**config.mk**
```make
export PLATFORM = sky130hd
export DESIGN_NAME = multi_rate_timer_bank_core
export DESIGN_NICKNAME = d
export VERILOG_FILES = /design/src/rtl/mrtb_pkg.sv /design/src/rtl/mrtb_ram.sv /design/src/rtl/mrtb_alu.sv /design/src/rtl/multi_rate_timer_bank_core.sv
export SDC_FILE = /design/constraint.sdc
export NUM_CORES = 2
export LEC_CHECK = 0
export ABC_AREA = 1
export BUFFER_PORTS_ARGS = -buffer_cell sky130_fd_sc_hd__buf_2
export CORE_MARGIN = 4
export CORE_UTILIZATION = 45
export DETAILED_ROUTE_END_ITERATION = 12
export HOLD_SLACK_MARGIN = 0.06
export MAX_ROUTING_LAYER = met4
export PLACE_DENSITY = 0.72
export SYNTH_ARGS = -nofsm -noshare
export SYNTH_HDL_FRONTEND = slang
export SYNTH_SLANG_ARGS = --single-unit
```
**constraint.sdc**
```tcl
create_clock -name clk_i -period 5 [get_ports clk_i]
set_clock_uncertainty 0.15 [all_clocks]
set_input_delay 0.75 -clock clk_i [delete_from_list [all_inputs] [get_ports clk_i]]
set_output_delay 0.75 -clock clk_i [all_outputs]
set_load 0.02 [all_outputs]
```
**src/rtl/mrtb_pkg.sv**
```systemverilog
package mrtb_pkg;

  localparam int FuncW     = 2;
  localparam int GroupW    = 3;
  localparam int SlotW     = 3;
  localparam int ValW      = 16;
  localparam int RunW      = 31;
  localparam int NumStrobe = 6;
  localparam int PrescW    = 11;
  localparam int CfgW      = ValW + 1;
  localparam int StateW    = ValW + 1;
  localparam int InDataW   = 24;
  localparam int OutDataW  = 56;

  typedef enum logic [FuncW-1:0] {
    FUNC_TICK  = 2'd0,
    FUNC_LOAD  = 2'd1,
    FUNC_WRITE = 2'd2,
    FUNC_READ  = 2'd3
  } func_e;

  // Group codes on the bus: down-counter groups below GRP_DELAY0, on-delay
  // groups from GRP_DELAY0 up to but not including GRP_NONE.
  localparam logic [GroupW-1:0] GRP_DELAY0 = 3'd3;
  localparam logic [GroupW-1:0] GRP_NONE   = 3'd6;

  // Rate lane of a group within its kind.
  localparam logic [1:0] LANE_FAST = 2'd0;
  localparam logic [1:0] LANE_MID  = 2'd1;
  localparam logic [1:0] LANE_SLOW = 2'd2;

  localparam int STB_10MS  = 0;
  localparam int STB_100MS = 2;
  localparam int STB_1S    = 4;

  localparam logic [RunW-1:0] RUN_LAST = 31'h7FFF_FFFE;

  localparam logic [PrescW-1:0] STROBE_PERIOD [NumStrobe] = '{
    11'd10, 11'd20, 11'd100, 11'd200, 11'd1000, 11'd2000
  };

  typedef struct packed {
    logic            en;
    logic [ValW-1:0] limit;
    logic [ValW-1:0] count;
    logic            done;
  } tmr_entry_t;

  typedef struct packed {
    logic is_delay;
    logic active;
  } step_op_t;

endpackage

```
**src/rtl/mrtb_ram.sv**
```systemverilog
module mrtb_ram #(
  parameter int Width = 16,
  parameter int Depth = 24
) (
  input  logic                                     clk_i,
  input  logic                                     we_i,
  input  logic [((Depth > 1) ? $clog2(Depth) : 1)-1:0] waddr_i,
  input  logic [Width-1:0]                         wdata_i,
  input  logic [((Depth > 1) ? $clog2(Depth) : 1)-1:0] raddr_i,
  output logic [Width-1:0]                         rdata_o
);

  logic [Width-1:0] mem_q [Depth];

  always_ff @(posedge clk_i) begin
    if (we_i) begin
      mem_q[waddr_i] <= wdata_i;
    end
    rdata_o <= mem_q[raddr_i];
  end

endmodule

```
**src/rtl/mrtb_alu.sv**
```systemverilog
module mrtb_alu (
  input  mrtb_pkg::step_op_t   op_i,
  input  mrtb_pkg::tmr_entry_t ent_i,
  output mrtb_pkg::tmr_entry_t ent_o
);

  import mrtb_pkg::*;

  logic [ValW-1:0] step_sum;
  logic            at_limit;
  logic            nonzero;

  // One adder serves both kinds: plus one for on-delay timers, minus one for
  // down-counters.
  assign step_sum = ent_i.count + {{(ValW-1){~op_i.is_delay}}, 1'b1};
  assign at_limit = ent_i.count >= ent_i.limit;
  assign nonzero  = ent_i.count != '0;

  always_comb begin
    ent_o = ent_i;
    if (op_i.active) begin
      if (!op_i.is_delay) begin
        if (nonzero) begin
          ent_o.count = step_sum;
        end
      end else if (ent_i.en) begin
        if (at_limit) begin
          ent_o.done = 1'b1;
        end else begin
          ent_o.count = step_sum;
        end
      end else begin
        ent_o.count = '0;
        ent_o.done  = 1'b0;
      end
    end
  end

endmodule

```
**src/rtl/multi_rate_timer_bank_core.sv**
```systemverilog
// Channel   Dir  Handshake                      Payload
// s_axis    in   s_axis_tvalid / s_axis_tready  tuser: func; tdata: group, slot, value, enable
// m_axis    out  m_axis_tvalid / m_axis_tready  tdata: strobes, read value, done, elapsed
//
// For a tick, the single step unit visits each timer entry once, down-counters first
// and then on-delay timers; a load or write goes straight to ST_DONE, a read passes
// through ST_READ first. s_axis_tready is high only when idle.
// A finished result waits in the output register while the next item is accepted.
// Reset clears control state and per-entry valid bits; never-written entries read
// as zero, so no clearing pass runs after reset.
module multi_rate_timer_bank_core #(
  parameter int DOWN_PER_GROUP  = 8,
  parameter int DELAY_PER_GROUP = 8
) (
  input  logic                              clk_i,
  input  logic                              rst_ni,
  input  logic                              s_axis_tvalid,
  output logic                              s_axis_tready,
  // [2:0] group, [5:3] slot, [21:6] load_value, [22] run_enable, [23] zero
  input  logic [mrtb_pkg::InDataW-1:0]      s_axis_tdata,
  // [1:0] func
  input  logic [mrtb_pkg::FuncW-1:0]        s_axis_tuser,
  output logic                              m_axis_tvalid,
  input  logic                              m_axis_tready,
  // [5:0] strobes, [21:6] read_value, [22] done_res, [53:23] elapsed_ms, [55:54] zero
  output logic [mrtb_pkg::OutDataW-1:0]     m_axis_tdata
);

  import mrtb_pkg::*;

  localparam int NumDown  = 3 * DOWN_PER_GROUP;
  localparam int NumDelay = 3 * DELAY_PER_GROUP;
  localparam int DAW      = (NumDown > 1) ? $clog2(NumDown) : 1;
  localparam int LAW      = (NumDelay > 1) ? $clog2(NumDelay) : 1;
  localparam int MaxPer   = (DOWN_PER_GROUP > DELAY_PER_GROUP) ? DOWN_PER_GROUP
                                                               : DELAY_PER_GROUP;
  localparam int SCW      = (MaxPer > 1) ? $clog2(MaxPer) : 1;

  typedef enum logic [1:0] {
    ST_IDLE,
    ST_SWEEP,
    ST_READ,
    ST_DONE
  } state_e;

  state_e state_q;

  // Input fields.
  func_e              in_func;
  logic [GroupW-1:0]  in_group;
  logic [SlotW-1:0]   in_slot;
  logic [ValW-1:0]    in_value;
  logic               in_en;
  logic               in_is_down;
  logic               in_is_delay;
  logic [DAW-1:0]     in_dk;
  logic [LAW-1:0]     in_lk;
  logic               acc;

  // Timebase.
  logic [RunW-1:0]    run_q;
  logic [RunW-1:0]    run_nxt;
  logic [PrescW-1:0]  presc_q   [NumStrobe];
  logic [PrescW-1:0]  presc_nxt [NumStrobe];
  logic [NumStrobe-1:0] strobe_q;
  logic [NumStrobe-1:0] strobe_nxt;

  // Sweep issue side.
  logic               sw_run_q;
  logic               sw_delay_q;
  logic [1:0]         sw_grp_q;
  logic [SCW-1:0]     sw_slot_q;
  logic [DAW-1:0]     sw_dadr_q;
  logic [LAW-1:0]     sw_ladr_q;
  logic               sw_last_slot;
  logic               sw_active;

  // Sweep write-back side.
  logic               wb_vld_q;
  step_op_t           wb_op_q;
  logic [DAW-1:0]     wb_dadr_q;
  logic [LAW-1:0]     wb_ladr_q;
  logic               wb_dvld_q;
  logic               wb_cvld_q;
  logic               wb_svld_q;
  tmr_entry_t         alu_in;
  tmr_entry_t         alu_out;

  // Entry valid bits.
  logic [NumDown-1:0]  dvld_q;
  logic [NumDelay-1:0] cvld_q;
  logic [NumDelay-1:0] svld_q;

  // RAM ports.
  logic               d_we;
  logic [DAW-1:0]     d_waddr;
  logic [ValW-1:0]    d_wdata;
  logic [DAW-1:0]     d_raddr;
  logic [ValW-1:0]    d_rdata;
  logic               c_we;
  logic [CfgW-1:0]    c_rdata;
  logic               s_we;
  logic [StateW-1:0]  s_rdata;
  logic [LAW-1:0]     l_raddr;

  // Read capture and result.
  logic               rd_down_q;
  logic               rd_delay_q;
  logic               rd_vld_q;
  logic [ValW-1:0]    rd_rval;
  logic               rd_done;
  logic [NumStrobe-1:0] res_strobe_q;
  logic [ValW-1:0]    res_rval_q;
  logic               res_done_q;

  // Output register.
  logic               m_valid_q;
  logic               out_load;
  logic [NumStrobe-1:0] out_strobe_q;
  logic [ValW-1:0]    out_rval_q;
  logic               out_done_q;
  logic [RunW-1:0]    out_elapsed_q;

  assign in_func     = func_e'(s_axis_tuser);
  assign in_group    = s_axis_tdata[2:0];
  assign in_slot     = s_axis_tdata[5:3];
  assign in_value    = s_axis_tdata[21:6];
  assign in_en       = s_axis_tdata[22];
  assign in_is_down  = (in_group < GRP_DELAY0) && (32'(in_slot) < 32'(DOWN_PER_GROUP));
  assign in_is_delay = (in_group >= GRP_DELAY0) && (in_group < GRP_NONE)
                       && (32'(in_slot) < 32'(DELAY_PER_GROUP));
  assign in_dk = DAW'(32'(in_group) * 32'(DOWN_PER_GROUP) + 32'(in_slot));
  assign in_lk = LAW'((32'(in_group) - 32'(GRP_DELAY0)) * 32'(DELAY_PER_GROUP)
                      + 32'(in_slot));

  assign s_axis_tready = (state_q == ST_IDLE);
  assign acc           = s_axis_tvalid && s_axis_tready;

  assign run_nxt = (run_q == RUN_LAST) ? '0 : run_q + 1'b1;

  always_comb begin
    for (int p = 0; p < NumStrobe; p++) begin
      if (presc_q[p] == STROBE_PERIOD[p] - 1'b1) begin
        presc_nxt[p]  = '0;
        strobe_nxt[p] = 1'b1;
      end else begin
        presc_nxt[p]  = presc_q[p] + 1'b1;
        strobe_nxt[p] = 1'b0;
      end
    end
  end

  assign sw_last_slot = sw_delay_q ? (sw_slot_q == SCW'(DELAY_PER_GROUP - 1))
                                   : (sw_slot_q == SCW'(DOWN_PER_GROUP - 1));

  // The fast down-counter group steps on every tick; the others on their strobe.
  always_comb begin
    unique case (sw_grp_q)
      LANE_FAST: sw_active = sw_delay_q ? strobe_q[STB_10MS] : 1'b1;
      LANE_MID:  sw_active = strobe_q[STB_100MS];
      default:   sw_active = strobe_q[STB_1S];
    endcase
  end

  always_comb begin
    alu_in = '0;
    if (wb_op_q.is_delay) begin
      if (wb_cvld_q) begin
        alu_in.en    = c_rdata[ValW];
        alu_in.limit = c_rdata[ValW-1:0];
      end
      if (wb_svld_q) begin
        alu_in.count = s_rdata[StateW-1:1];
        alu_in.done  = s_rdata[0];
      end
    end else if (wb_dvld_q) begin
      alu_in.count = d_rdata;
    end
  end

  mrtb_alu u_alu (
    .op_i  (wb_op_q),
    .ent_i (alu_in),
    .ent_o (alu_out)
  );

  assign d_we    = (acc && in_func == FUNC_LOAD && in_is_down)
                || (wb_vld_q && wb_op_q.active && !wb_op_q.is_delay);
  assign d_waddr = (state_q == ST_SWEEP) ? wb_dadr_q : in_dk;
  assign d_wdata = (state_q == ST_SWEEP) ? alu_out.count : in_value;
  assign d_raddr = (state_q == ST_SWEEP) ? sw_dadr_q : in_dk;
  assign c_we    = acc && in_func == FUNC_WRITE && in_is_delay;
  assign s_we    = wb_vld_q && wb_op_q.active && wb_op_q.is_delay;
  assign l_raddr = (state_q == ST_SWEEP) ? sw_ladr_q : in_lk;

  assign out_load = (state_q == ST_DONE) && (!m_valid_q || m_axis_tready);

  mrtb_ram #(.Width(ValW), .Depth(NumDown)) u_down_ram (
    .clk_i   (clk_i),
    .we_i    (d_we),
    .waddr_i (d_waddr),
    .wdata_i (d_wdata),
    .raddr_i (d_raddr),
    .rdata_o (d_rdata)
  );

  mrtb_ram #(.Width(CfgW), .Depth(NumDelay)) u_cfg_ram (
    .clk_i   (clk_i),
    .we_i    (c_we),
    .waddr_i (in_lk),
    .wdata_i ({in_en, in_value}),
    .raddr_i (l_raddr),
    .rdata_o (c_rdata)
  );

  mrtb_ram #(.Width(StateW), .Depth(NumDelay)) u_state_ram (
    .clk_i   (clk_i),
    .we_i    (s_we),
    .waddr_i (wb_ladr_q),
    .wdata_i ({alu_out.count, alu_out.done}),
    .raddr_i (l_raddr),
    .rdata_o (s_rdata)
  );

  // A down-counter that was never loaded reads as zero and therefore as done.
  always_comb begin
    rd_rval = '0;
    rd_done = 1'b0;
    if (rd_down_q) begin
      rd_rval = rd_vld_q ? d_rdata : '0;
      rd_done = (rd_rval == '0);
    end else if (rd_delay_q && rd_vld_q) begin
      rd_rval = s_rdata[StateW-1:1];
      rd_done = s_rdata[0];
    end
  end

  always_ff @(posedge clk_i or negedge rst_ni) begin
    if (!rst_ni) begin
      state_q       <= ST_IDLE;
      run_q         <= '0;
      presc_q       <= '{default: '0};
      strobe_q      <= '0;
      sw_run_q      <= 1'b0;
      sw_delay_q    <= 1'b0;
      sw_grp_q      <= LANE_FAST;
      sw_slot_q     <= '0;
      sw_dadr_q     <= '0;
      sw_ladr_q     <= '0;
      wb_vld_q      <= 1'b0;
      wb_op_q       <= '0;
      wb_dadr_q     <= '0;
      wb_ladr_q     <= '0;
      wb_dvld_q     <= 1'b0;
      wb_cvld_q     <= 1'b0;
      wb_svld_q     <= 1'b0;
      dvld_q        <= '0;
      cvld_q        <= '0;
      svld_q        <= '0;
      rd_down_q     <= 1'b0;
      rd_delay_q    <= 1'b0;
      rd_vld_q      <= 1'b0;
      res_strobe_q  <= '0;
      res_rval_q    <= '0;
      res_done_q    <= 1'b0;
      m_valid_q     <= 1'b0;
      out_strobe_q  <= '0;
      out_rval_q    <= '0;
      out_done_q    <= 1'b0;
      out_elapsed_q <= '0;
    end else begin
      if (out_load) begin
        m_valid_q <= 1'b1;
      end else if (m_axis_tready) begin
        m_valid_q <= 1'b0;
      end
      if (d_we) begin
        dvld_q[d_waddr] <= 1'b1;
      end
      if (c_we) begin
        cvld_q[in_lk] <= 1'b1;
      end
      if (s_we) begin
        svld_q[wb_ladr_q] <= 1'b1;
      end
      wb_vld_q <= (state_q == ST_SWEEP) && sw_run_q;

      unique case (state_q)
        ST_IDLE: begin
          if (s_axis_tvalid) begin
            unique case (in_func)
              FUNC_TICK: begin
                run_q      <= run_nxt;
                presc_q    <= presc_nxt;
                strobe_q   <= strobe_nxt;
                sw_run_q   <= 1'b1;
                sw_delay_q <= 1'b0;
                sw_grp_q   <= LANE_FAST;
                sw_slot_q  <= '0;
                sw_dadr_q  <= '0;
                sw_ladr_q  <= '0;
                state_q    <= ST_SWEEP;
              end
              FUNC_LOAD, FUNC_WRITE: begin
                res_strobe_q <= '0;
                res_rval_q   <= '0;
                res_done_q   <= 1'b0;
                state_q      <= ST_DONE;
              end
              FUNC_READ: begin
                rd_down_q  <= in_is_down;
                rd_delay_q <= in_is_delay;
                rd_vld_q   <= in_is_down ? dvld_q[in_dk] : svld_q[in_lk];
                state_q    <= ST_READ;
              end
              default: state_q <= ST_IDLE;
            endcase
          end
        end

        ST_SWEEP: begin
          // Read of entry k is issued while entry k-1 is written back.
          wb_op_q.is_delay <= sw_delay_q;
          wb_op_q.active   <= sw_active;
          wb_dadr_q        <= sw_dadr_q;
          wb_ladr_q        <= sw_ladr_q;
          wb_dvld_q        <= dvld_q[sw_dadr_q];
          wb_cvld_q        <= cvld_q[sw_ladr_q];
          wb_svld_q        <= svld_q[sw_ladr_q];
          if (sw_run_q) begin
            if (sw_delay_q) begin
              sw_ladr_q <= sw_ladr_q + 1'b1;
            end else begin
              sw_dadr_q <= sw_dadr_q + 1'b1;
            end
            if (sw_last_slot) begin
              sw_slot_q <= '0;
              if (sw_grp_q == LANE_SLOW) begin
                sw_grp_q <= LANE_FAST;
                if (sw_delay_q) begin
                  sw_run_q <= 1'b0;
                end else begin
                  sw_delay_q <= 1'b1;
                end
              end else begin
                sw_grp_q <= sw_grp_q + 1'b1;
              end
            end else begin
              sw_slot_q <= sw_slot_q + 1'b1;
            end
          end else if (!wb_vld_q) begin
            res_strobe_q <= strobe_q;
            res_rval_q   <= '0;
            res_done_q   <= 1'b0;
            state_q      <= ST_DONE;
          end
        end

        ST_READ: begin
          res_strobe_q <= '0;
          res_rval_q   <= rd_rval;
          res_done_q   <= rd_done;
          state_q      <= ST_DONE;
        end

        ST_DONE: begin
          if (out_load) begin
            out_strobe_q  <= res_strobe_q;
            out_rval_q    <= res_rval_q;
            out_done_q    <= res_done_q;
            out_elapsed_q <= run_q;
            state_q       <= ST_IDLE;
          end
        end

        default: state_q <= ST_IDLE;
      endcase
    end
  end

  assign m_axis_tvalid = m_valid_q;
  assign m_axis_tdata  = {2'b00, out_elapsed_q, out_done_q, out_rval_q, out_strobe_q};

  // Issue and write-back of the down-counter sweep never meet at one address.
  a_sweep_no_collide: assert property (@(posedge clk_i) disable iff (!rst_ni)
    (wb_vld_q && !wb_op_q.is_delay && sw_run_q && !sw_delay_q) |-> (wb_dadr_q != sw_dadr_q))
    else $error("sweep read and write-back hit the same down-counter entry");

  a_sweep_only_busy: assert property (@(posedge clk_i) disable iff (!rst_ni)
    (sw_run_q || wb_vld_q) |-> (state_q == ST_SWEEP))
    else $error("sweep active outside the sweep state");

  a_run_wrap: assert property (@(posedge clk_i) disable iff (!rst_ni)
    run_q != '1)
    else $error("run-time counter reached the wrap value");

  a_read_latency: assert property (@(posedge clk_i) disable iff (!rst_ni)
    (acc && in_func == FUNC_READ) |=> (state_q == ST_READ) ##1 (state_q == ST_DONE))
    else $error("read item did not finish in two cycles");

  a_tick_starts_sweep: assert property (@(posedge clk_i) disable iff (!rst_ni)
    (acc && in_func == FUNC_TICK) |=> (sw_run_q && sw_dadr_q == '0 && !sw_delay_q))
    else $error("tick did not start the sweep at the first entry");

endmodule
```
==> flow_summary_export.csv <==
group,metric,value,unit
status,status,"complete, no violations",
floorplanning,die_y,384,microns
critical_path,r2r-start,"wb_op_q[1]$_DFFE_PN0P_",
route,first_iter_violations,5214,
yosys,yosysWarnings,0,
cts,insertion_delay,0.79,ns
timing,rsz0062_at_grt,"no",
critical_path,regToRegSetupSlack,0.55,ns
critical_path,r2r-end,"u_down_ram.mem_q[5][5]$_DFFE_PP_",
floorplanning,die_area,148000,sq um
timing,slew_headroom,29.2,%
global_routing,antenna_found_initial,6,
route,dr.pass1.iters,6,
cells_and_area,synthToLayoutAreaGrowth,12.6,%
route,ant_nets,0,
cts,clkSinkCount,1541,
cts,cts_buffers,155,
route,drc,0,
global_routing,grtUsageTotal,23.1,%
yosys,ys_seq_elements,1541,
floorplanning,chipWidth,384,microns
critical_path,crit_type,"flip-flop to flip-flop",
critical_path,path_cells,"buf_4 -> nand2_4 -> o21ai_0 -> ha_1 -> inv_1 -> o21bai_1 -> nand4_1 -> nand2_1 -> nand2_1 -> nand2_1 -> a21oi_1 -> nand3_1 -> nand3_1 -> nand2_1 -> nand3_1 -> nand2_1",
route,via_count,44376,
yosys,synth_cell_types,65,
power,ir_drop,0.645,mV
timing,tightest_slew,1.06,ns
timing,finalSetupTns,0,ns
cells_and_area,nets,5661,
cts,htree_levels,4,
hold_path,hold_class,"input pin to flip-flop",
critical_path,end_kind,"flip-flop",
cells_and_area,layout_common_cells,"edfxtp_1, o21ai_0, nor2_1",
power,powerDensity,599,nW/um^2
timing,finalSetupViolations,0,
yosys,synthFlopType,"edfxtp_1",
cts,cts_setup_buffers,0,
global_routing,grt_pass1_wl,255000,microns
global_routing,grt_remaining_overflow,0,
timing,period_share,89.0,%
timing,slew_violations,0,
hold_path,holdPathStages,4,
placement,numPortBuffers,84,
placement,hpwl,102000,microns
route,wl_per_cell,22.3,microns
floorplanning,start_util,45.5,%
timing,post-route-min-period,4.45,ns
cts,cts_tree,"yes",
yosys,synth_edf_count,1200,
route,routed_wl,169000,microns
cts,path_clk_slew,0.06,ns
yosys,yosysSeqAreaShare,69.5,%
critical_path,cp.arrival,4.57,ns
critical_path,crit_path_top_delay_cell,"o21ai_0",
critical_path,path_common_cell,"nand2_1",
route,via_per_inst,5.85,
critical_path,rr_worst_depth,16,
yosys,synthArstFlopShare,18.9,%
critical_path,worstPathMaxFanout,24,
hold_path,holdPathEnd,"m_axis_tvalid$_DFFE_PN0P_",
floorplanning,core_region_area,140000,sq um
floorplanning,rows,137,
cts,clockRootBuffer,"clkbuf_16",
timing,fmax,0.225,GHz
run,maxCapViolations,0,
cts,cts_buffer_depth,3,
global_routing,grt_max_degree,193,
cells_and_area,drive_gt1_share,10.9,%
power,leakage,25.8,nW
yosys,synthCells,5493,
critical_path,critical_path_required,5.12,ns
critical_path,setup.worst_path.start_class,"flip-flop",
cells_and_area,final_common_cell,"edfxtp_1",
hold_path,hp-start,"m_axis_tready",
critical_path,slowest_delay,0.71,ns
timing,hold_viol,0,
placement,place_congestion,0.963,
yosys,syn_avg_cell_area,11.6,sq um
floorplanning,pin_count,88,
global_routing,grt_pass1_vias,42344,
timing,holdWs,0.189,ns
yosys,syn_area,63700,sq um
Yosys cell counts, drive strengths merged (44+ instances only):
cell type | instances | area (sq um)
nor2 | 900 | 3430
ha | 44 | 551
nor3 | 54 | 275
nand2 | 484 | 1860
inv | 305 | 1150
buf | 93 | 515
dfrtp | 291 | 7280
clkbuf | 232 | 872
o21ai | 886 | 4450
o221ai | 193 | 1690
nand3 | 224 | 1170
o22ai | 117 | 732
a21oi | 147 | 739
dfxtp | 50 | 1000
edfxtp | 1200 | 36000
a31oi | 48 | 300
critical path, delay by kind of cell (launching register included):
family	cells	cell delay, ns
AND/OR/NAND/NOR	10	1.39
AO/OA/AOI/OAI	3	1.14
flip-flops	1	0.55
adder cells (fa/ha/maj)	1	0.39
buffers and inverters	2	0.32
state kept, by name, summed over array words and instances, names as in the netlist, 6 cells and up:
register             cells
strobe_q                 6
cvld_q                  24
u_state_ram.mem_q      408
svld_q                  24
res_strobe_q             6
res_rval_q              16
out_strobe_q             6
u_state_ram.rdata_o     17
run_q                   31
u_down_ram.rdata_o      16
dvld_q                  24
u_cfg_ram.rdata_o       17
out_elapsed_q           31
presc_q                 66
u_down_ram.mem_q       384
u_cfg_ram.mem_q        408
out_rval_q              16
worst max-delay path by stage:
stage                                                    to  slack (ns)  cells past startpoint              startpoint
after floorplan           u_state_ram.mem_q[0][0]$_DFFE_PP_        1.04                     13  wb_op_q[1]$_DFFE_PN0P_
after global placement     u_down_ram.mem_q[5][5]$_DFFE_PP_        0.67                     16  wb_op_q[1]$_DFFE_PN0P_
after detailed placement   u_down_ram.mem_q[4][5]$_DFFE_PP_        0.65                     16  wb_op_q[1]$_DFFE_PN0P_
after CTS                  u_down_ram.mem_q[4][5]$_DFFE_PP_        0.64                     16  wb_op_q[1]$_DFFE_PN0P_
after global routing       u_down_ram.mem_q[5][5]$_DFFE_PP_        0.29                     15  wb_op_q[1]$_DFFE_PN0P_
final                      u_down_ram.mem_q[5][5]$_DFFE_PP_        0.55                     16  wb_op_q[1]$_DFFE_PN0P_
layout make-up:
cell class	count	area [sq um]
Antenna cell	4	10.0
Clock buffer	199	4160
Clock inverter	83	773
Fill cell	11772	68300
Inverter	308	1180
Multi-Input combinational cell	3320	17000
Sequential cell	1541	44300
Tap cell	1876	2350
Timing Repair Buffer	260	1920
where the power goes:
| part | internal (mW) | switching (mW) |
|---|---|---|
| Clock | 6.40 | 4.87 |
| Combinational | 3.73 | 10.8 |
| Sequential | 16.4 | 0.754 |
stage by stage:
step / power, mW / std cells / utilization [%] / worst slack (ns) / cell area, sq um
global placement: 31.4 / 7304 / 47.7 / 0.666 / 66800
finish: 43.0 / 7591 / 51.2 / 0.550 / 71800
detailed placement: 31.7 / 7304 / 47.7 / 0.649 / 66800
floorplan: 26.1 / 5494 / - / 1.04 / 63700
CTS: 42.9 / 7587 / 51.2 / 0.638 / 71700
global route: 45.1 / 7590 / 51.2 / 0.292 / 71800
repair_timing:
action                                 in CTS  in global routing
hold buffers                                1                  0
gates resized for setup                     0                  0
endpoints found under the hold margin     105                  0
cells by family (layout without fill, tap and decap cells):
group / after synthesis / after routing / share of synthesized area [%]
simple gates: 1759 / 1759 / 11.6
flops: 1541 / 1541 / 69.5
compound gates: 1479 / 1479 / 13.5
buf+inv: 633 / 850 / 4.00
fa+ha+maj: 45 / 45 / 0.895
xor+xnor: 29 / 29 / 0.399
mux: 6 / 6 / 0.106
other cells: 1 / 6 / 0.00588
metal layers:
metal | track usage [%] | vias to the layer above | part of all wire [%]
met5 | - | - | 0
met1 | 30.2 | 21802 | 40
li1 | - | 20070 | -
met3 | 4.22 | 426 | 8.3
met4 | 10.3 | 0 | 4.6
met2 | 35.5 | 2078 | 47
Note: power is estimated with default switching activity, not from simulation.
